**config.mk**
```make
export PLATFORM = sky130hd
export DESIGN_NAME = ffsa_ctrl
export DESIGN_NICKNAME = d
export VERILOG_FILES = /design/src/design/first_fit_segment_allocator_assert.svh /design/src/design/ffsa_pkg.sv /design/src/design/ffsa_ctrl.sv
export SDC_FILE = /design/constraint.sdc
export NUM_CORES = 1
export LEC_CHECK = 0
export CELL_PAD_IN_SITES_DETAIL_PLACEMENT = 1
export CELL_PAD_IN_SITES_GLOBAL_PLACEMENT = 2
export CORE_AREA = 2 2 80 82
export DETAILED_ROUTE_END_ITERATION = 10
export DIE_AREA = 0 0 82 84
export DONT_BUFFER_PORTS = 1
export PLACE_DENSITY = 0.87
export REMOVE_ABC_BUFFERS = 1
export SLEW_MARGIN = 5
export SYNTH_ARGS = -nofsm -noshare
export SYNTH_HDL_FRONTEND = slang
export SYNTH_SLANG_ARGS = --single-unit
export TNS_END_PERCENT = 100
```
**constraint.sdc**
```tcl
create_clock -name clk -period 4.93 [get_ports clk]
set_input_delay 0.493 -clock clk [delete_from_list [all_inputs] [get_ports clk]]
set_output_delay 0.493 -clock clk [all_outputs]
set_load 0.02 [all_outputs]
```
**src/design/first_fit_segment_allocator_assert.svh**
```systemverilog
// Assertion macros for the first-fit segment allocator.
// Used by the top level only; no dependencies.
`ifndef FIRST_FIT_SEGMENT_ALLOCATOR_ASSERT_SVH
`define FIRST_FIT_SEGMENT_ALLOCATOR_ASSERT_SVH

// a implies b on the next cycle
`define FFSA_ASSERT_NEXT(label, clk, rst_n, a, b) \
  label: assert property (@(posedge clk) disable iff (!rst_n) (a) |=> (b)) \
    else $error("assertion failed");

// a implies b on the same cycle
`define FFSA_ASSERT_SAME(label, clk, rst_n, a, b) \
  label: assert property (@(posedge clk) disable iff (!rst_n) (a) |-> (b)) \
    else $error("assertion failed");

`endif

```
**src/design/ffsa_pkg.sv**
```systemverilog
// Shared constants, types, command enum and status struct of the segment allocator.
// No dependencies.
`timescale 1ns / 1ps
`default_nettype none
package ffsa_pkg;
  localparam int MemWords = 128;
  localparam int MaxSegs = 16;
  localparam int WordBits = 32;
  localparam int AddrW = $clog2(MemWords);
  localparam int CntW = $clog2(MemWords + 1);
  localparam int SlotW = $clog2(MaxSegs);
  localparam int LinkW = $clog2(MaxSegs + 1);
  localparam int StepW = $clog2(MaxSegs + 1);
  localparam logic [LinkW-1:0] Nil = LinkW'(MaxSegs);

  typedef logic [AddrW-1:0] addr_t;
  typedef logic [CntW-1:0] cnt_t;
  typedef logic [LinkW-1:0] link_t;
  typedef logic [WordBits-1:0] word_t;

  localparam logic [1:0] KindCreate = 2'd0;
  localparam logic [1:0] KindDelete = 2'd1;
  localparam logic [1:0] KindWrite = 2'd2;
  localparam logic [1:0] KindRead = 2'd3;

  localparam logic [2:0] StOk = 3'd0;
  localparam logic [2:0] StNoMem = 3'd1;
  localparam logic [2:0] StNoSlot = 3'd2;
  localparam logic [2:0] StBadHandle = 3'd3;
  localparam logic [2:0] StBadPos = 3'd4;
  localparam logic [2:0] StBadSize = 3'd5;

  typedef enum logic [3:0] {
    CmdNone, CmdLatch, CmdSearchInit, CmdSearchStep, CmdPlace,
    CmdCompInit, CmdCompSeg, CmdCompRead, CmdCompMove, CmdCompNext, CmdUnlinkInit,
    CmdUnlinkStep, CmdUnlinkDo, CmdMemWrite, CmdMemRead
  } cmd_t;

  typedef struct packed {
    logic fit;          // current gap holds request
    logic walk_end;     // no more descriptors to walk
    logic slot_found;
    logic size_zero;
    logic handle_bad;
    logic pos_bad;
    logic comp_end;     // compaction list exhausted
    logic move_end;     // current segment moved
    logic unlink_hit;   // walker reached target or end
  } stat_t;
endpackage
`default_nettype wire

```
**src/design/ffsa_ctrl.sv**
```systemverilog
// Controller state machine: sequences requests and drives result register.
// Depends on ffsa_pkg.
`timescale 1ns / 1ps
`default_nettype none
module ffsa_ctrl (
  input  wire                         clk,
  input  wire                         rst_n,
  input  wire                         in_valid,
  output logic                        in_stall,
  output logic                        out_valid,
  input  wire                         out_stall,
  input  ffsa_pkg::stat_t             stat,
  input  wire  [ffsa_pkg::SlotW-1:0]  slot,
  input  wire  [1:0]                  kind,
  input  wire  signed [31:0]          rd_word,
  output ffsa_pkg::cmd_t              cmd,
  output logic [2:0]                  out_status,
  output logic [3:0]                  out_new_handle,
  output logic signed [31:0]          out_read_value,
  output logic                        out_did_compact
);
  typedef enum logic [3:0] {
    SIdle, SDecode, SSearch, SPlace, SCompInit, SCompSeg, SCompRd, SCompMove,
    SCompNext, SRetry, SUnlinkInit, SUnlink, SUnlinkDo, SRead, SReadWait, SDone
  } state_t;

  state_t state_r;
  logic retry_r;

  assign in_stall = state_r != SIdle;
  // SIdle accepts when out is free; out_valid waits in SDone
  always_comb begin
    cmd = ffsa_pkg::CmdNone;
    unique case (state_r)
      SIdle: if (in_valid) cmd = ffsa_pkg::CmdLatch;
      SDecode: if (kind == ffsa_pkg::KindCreate) cmd = ffsa_pkg::CmdSearchInit;
      SSearch: begin
        if (stat.fit) cmd = ffsa_pkg::CmdPlace;
        else if (!stat.walk_end) cmd = ffsa_pkg::CmdSearchStep;
      end
      SCompInit: cmd = ffsa_pkg::CmdCompInit;
      SCompSeg: if (!stat.comp_end) cmd = ffsa_pkg::CmdCompSeg;
      SCompRd: if (!stat.move_end) cmd = ffsa_pkg::CmdCompRead;
      SCompMove: cmd = ffsa_pkg::CmdCompMove;
      SCompNext: cmd = ffsa_pkg::CmdCompNext;
      SRetry: cmd = ffsa_pkg::CmdSearchInit;
      SUnlinkInit: cmd = ffsa_pkg::CmdUnlinkInit;
      SUnlink: begin
        if (stat.unlink_hit) cmd = ffsa_pkg::CmdUnlinkDo;
        else cmd = ffsa_pkg::CmdUnlinkStep;
      end
      SRead: begin
        if (kind == ffsa_pkg::KindWrite) cmd = ffsa_pkg::CmdMemWrite;
        else cmd = ffsa_pkg::CmdMemRead;
      end
      default: ;
    endcase
  end

  always_ff @(posedge clk) begin
    if (!rst_n) begin
      state_r <= SIdle;
      out_valid <= 1'b0;
      retry_r <= 1'b0;
    end else begin
      unique case (state_r)
        SIdle: if (in_valid) state_r <= SDecode;
        SDecode: begin
          out_status <= ffsa_pkg::StOk;
          out_new_handle <= '0;
          out_read_value <= '0;
          out_did_compact <= 1'b0;
          retry_r <= 1'b0;
          state_r <= SDone;
          if (kind == ffsa_pkg::KindCreate) begin
            if (stat.size_zero) out_status <= ffsa_pkg::StBadSize;
            else if (!stat.slot_found) out_status <= ffsa_pkg::StNoSlot;
            else state_r <= SSearch;
          end else if (stat.handle_bad) begin
            out_status <= ffsa_pkg::StBadHandle;
          end else if (kind == ffsa_pkg::KindDelete) begin
            state_r <= SUnlinkInit;
          end else if (stat.pos_bad) begin
            out_status <= ffsa_pkg::StBadPos;
          end else begin
            state_r <= SRead;
          end
        end
        SSearch: begin
          if (stat.fit) begin
            state_r <= SPlace;
          end else if (stat.walk_end) begin
            if (retry_r) begin
              out_status <= ffsa_pkg::StNoMem;
              state_r <= SDone;
            end else begin
              retry_r <= 1'b1;
              out_did_compact <= 1'b1;
              state_r <= SCompInit;
            end
          end
        end
        SPlace: begin
          out_new_handle <= 4'(slot);
          state_r <= SDone;
        end
        SCompInit: state_r <= SCompSeg;
        // list done: restart the search from the head
        SCompSeg: state_r <= stat.comp_end ? SRetry : SCompRd;
        SCompRd: state_r <= stat.move_end ? SCompNext : SCompMove;
        SCompMove: state_r <= SCompRd;
        SCompNext: state_r <= SCompSeg;
        SRetry: state_r <= SSearch;
        SUnlinkInit: state_r <= SUnlink;
        SUnlink: if (stat.unlink_hit) state_r <= SDone;
        SRead: state_r <= (kind == ffsa_pkg::KindWrite) ? SDone : SReadWait;
        SReadWait: state_r <= SDone;
        SDone: begin
          if (!out_valid) begin
            out_valid <= 1'b1;
            if (kind == ffsa_pkg::KindRead && out_status == ffsa_pkg::StOk) begin
              out_read_value <= rd_word;
            end
          end else if (!out_stall) begin
            out_valid <= 1'b0;
            state_r <= SIdle;
          end
        end
        default: state_r <= SIdle;
      endcase
    end
  end
endmodule
`default_nettype wire

```
==> run_results.csv <==
group,metric,value,unit
setup_path,r2r.worst_path.cells,7,
worst_hold_path,startpoint_of_the_lowest_slack_hold_path,"rst_n",
worst_hold_path,hold_path.class,"input port to flip-flop",
floorplanning,start_util,37.99,%
setup_path,critical-path-slowest-cell,"dfxtp_1",
setup_path,startpoint_type,"flip-flop",
floorplanning,die-width,82,um
detailed_routing,route.vias.total,1603,
timing,final_max_slew_viol_count,0,
finish,drive_above_1_share,8.654,%
clock_network,postCtsResizedCells,0,
logic_synthesis,gate_count_post_synth,210,
finish,insertedDiodeCount,0,
detailed_routing,drt-pass1-iter-count,4,
detailed_routing,drt_iter0_drc,42,
clock_network,clock_tree.root_cell,"clkbuf_8",
logic_synthesis,ys_async_sr_fraction,0,%
setup_path,worst_path_largest_cell_delay,0.83,ns
timing,rsz_0062_raised_after_global_routing,"false",
setup_path,timing.critical_path.from,"state_r[3]",
timing,actual_transition_at_the_worst_max_transition_pin,0.7976,ns
timing,final-hold-violation-count,0,
logic_synthesis,synth.most_common_cell,"edfxtp_1",
detailed_routing,detail_route.wl_per_cell,19.69,um
setup_path,cpMostUsedCell,"buf_4",
setup_path,cp_data_arrival_time,2.63,ns
global_routing,grt_first_pass_wirelength,8.597,mm
floorplanning,io-pin-count,97,
placed_design,gp_congestion,0.8035,
setup_path,path_class,"flip-flop to flip-flop",
logic_synthesis,synth-edff-count,40,
placed_design,buffer_ports.inserted,0,
timing,fmax,373.8,MHz
detailed_routing,final_antenna_net_count,0,
global_routing,first_global_vias,1653,
detailed_routing,postRouteWirelength,5.611,mm
timing,post-route-period-util,54.26,%
finish,n_fill_cell,674,
logic_synthesis,postSynthRegisterBits,46,
finish,stdcell_count,285,
timing,finalWorstPathRequiredPeriod,2.675,ns
setup_path,cell_family_with_the_largest_share_of_critical_path_delay,"flip-flops",
setup_path,regToRegStartpoint,"state_r[3]",
timing,timing.final.setup_violations,0,
timing,timing.clock.skew,0.002832,ns
timing,final.setup.tns,0,ns
setup_path,worstPathBufferInverterCount,2,
logic_synthesis,synth-main-ff-cell,"edfxtp_1",
floorplanning,placeableCoreArea,0.006096,sq mm
floorplanning,floorplan.die.height,84,um
floorplanning,num_rows,29,
setup_path,critical_path_peak_fanout,36,
timing,timing.hold.ws,0.3219,ns
clock_network,worst_setup_hold_path_clk_slew,0.08,ns
finish,finalNetCount,258,
clock_network,cts_setup_buffers,0,
global_routing,grt-ovfl-total,0,
power_and_ir_drop,power_density,484.1,mW/mm^2
detailed_routing,post-route-drc-count,0,
clock_network,cts-buffers-inserted,5,
setup_path,required,4.88,ns
global_routing,global_route.usage.total,16.32,%
power_and_ir_drop,vdd.ir_drop.worst,169.5,uV
placed_design,dpl.cell_count,277,
logic_synthesis,synth.cell_area,0.002316,sq mm
logic_synthesis,synth.distinct_cells,45,
detailed_routing,route.detailed.vias_per_inst,5.625,
timing,slew-limit-headroom,46.75,%
setup_path,cp_cell_sequence,"nand2_1 -> nor2_2 -> buf_4 -> nand4_1 -> o21ai_0 -> and3_1 -> buf_4",
setup_path,reg2reg_setup_slack,2.25,ns
clock_network,cts.path.max_buffers,2,
flow_run,timing.max_cap.violations,0,
setup_path,timing.critical_path.to,"out_read_value[21]",
setup_path,sort_of_element_at_the_end_of_the_critical_path,"flip-flop",
global_routing,grt_antenna_before_repair,0,
logic_synthesis,yosys-top-cells-area,"edfxtp_1 52%, and2_1 10%, dfxtp_1 5.2%, nand2_1 2.4%, nor2b_1 2.2%",
logic_synthesis,netlist.area_leader.share,51.86,%
clock_network,cts.sink_count,46,
logic_synthesis,seq_area_frac_synth,57.05,%
logic_synthesis,ys_warn_count,0,
clock_network,clock_latency_reported_for_the_late_side_of_the_worst_skew_pair,0.29,ns
clock_network,cts.htree.levels,2,
logic_synthesis,synthDominantAreaCellType,"edfxtp_1",
clock_network,cts_hold_bufs,0,
floorplanning,die_area,0.006888,sq mm
setup_path,cp_num_cells,7,
run_status,outcome,"finished clean",
finish,synthToLayoutAreaGrowth,5.727,%
logic_synthesis,cell_types_with_the_highest_counts_after_synthesis,"40 x edfxtp_1, 38 x and2_1, 15 x nand2_1",
setup_path,regToRegEndpoint,"out_read_value[21]",
global_routing,grt_max_degree,37,
clock_network,clock_tree_from_tritoncts,"yes",
logic_synthesis,syn_avg_cell_area,11.03,sq um
placed_design,hpwl,4.236,mm
power_and_ir_drop,cellLeakagePower,0.8905,nW
[power breakdown]
part,switching (mW),internal [mW],leakage [nW]
registers,0.127,0.488,0.469
clock network,0.121,0.0984,0.0450
logic,0.221,0.130,0.376
total,0.469,0.717,0.891
[stage by stage]
stage / setup slack (ns) / instance area (sq um) / utilization (%) / total power [mW]
floorplan: 1.987 / 2255 / - / 0.8724
finish: 2.255 / 2449 / 40.17 / 1.185
CTS: 2.215 / 2449 / 40.17 / 1.192
global placement: 2.329 / 2366 / 38.81 / 0.9678
global route: 1.955 / 2449 / 40.17 / 1.259
detailed placement: 2.231 / 2366 / 38.81 / 0.9750
[cell families (layout without fill, tap and decap cells)]
logic type,count (synthesis),after routing,synth area share [%]
buffers and inverters,15,13,3.133
AOI/OAI and AO/OA,44,44,13.51
DFF,46,46,57.05
and+or+nand+nor,104,104,25.93
xor gates and xnor gates,1,1,0.3782
[placed cells by master, fill, tap and decap left out, drive strengths merged, types with 3 or more instances in the layout]
master | synthesis | routed
nand3b | 5 | 5
nor2 | 12 | 12
edfxtp | 40 | 40
inv | 3 | 3
a21oi | 9 | 9
clkbuf | 5 | 6
and3 | 3 | 3
nand3 | 3 | 3
and2 | 38 | 38
nand2 | 15 | 15
nor3 | 5 | 5
dfxtp | 6 | 6
o21ai | 10 | 10
nor2b | 8 | 8
nand2b | 6 | 6
[registers in the layout, summed over array words and instances, names as in the netlist]
register	flops
out_read_value	32
out_new_handle	4
state_r	4
out_status	3
out_did_compact	1
out_valid	1
retry_r	1
[worst min path at each step]
stage                      end  slack (ns)  cells after the start
global placement    state_r[1]        0.62                      2
CTS                 state_r[1]        0.32                      2
global route           retry_r        0.32                      1
finish              state_r[1]        0.32                      2
detailed placement  state_r[1]        0.62                      2
floorplan           state_r[1]        0.60                      2
[layout make-up]
| cell class | count | area (sq um) | share of cell area (%) |
|---|---|---|---|
| Clock inverter | 2 | 10.01 | 0.4088 |
| Inverter | 3 | 11.26 | 0.4599 |
| Multi-Input combinational cell | 149 | 922.1 | 37.66 |
| Tap cell | 77 | 96.34 | 3.935 |
| Clock buffer | 6 | 72.57 | 2.964 |
| Timing Repair Buffer | 2 | 15.01 | 0.6132 |
| Sequential cell | 46 | 1321 | 53.96 |
[per-layer routing]
metal	up-vias	wire (um)	track usage, %
met3	6	521	6.818
met2	77	2793	26.98
met4	0	59	6.061
li1	754	-	-
met5	-	0	0
met1	766	2238	18.46
(Power assumes the default switching activity.)
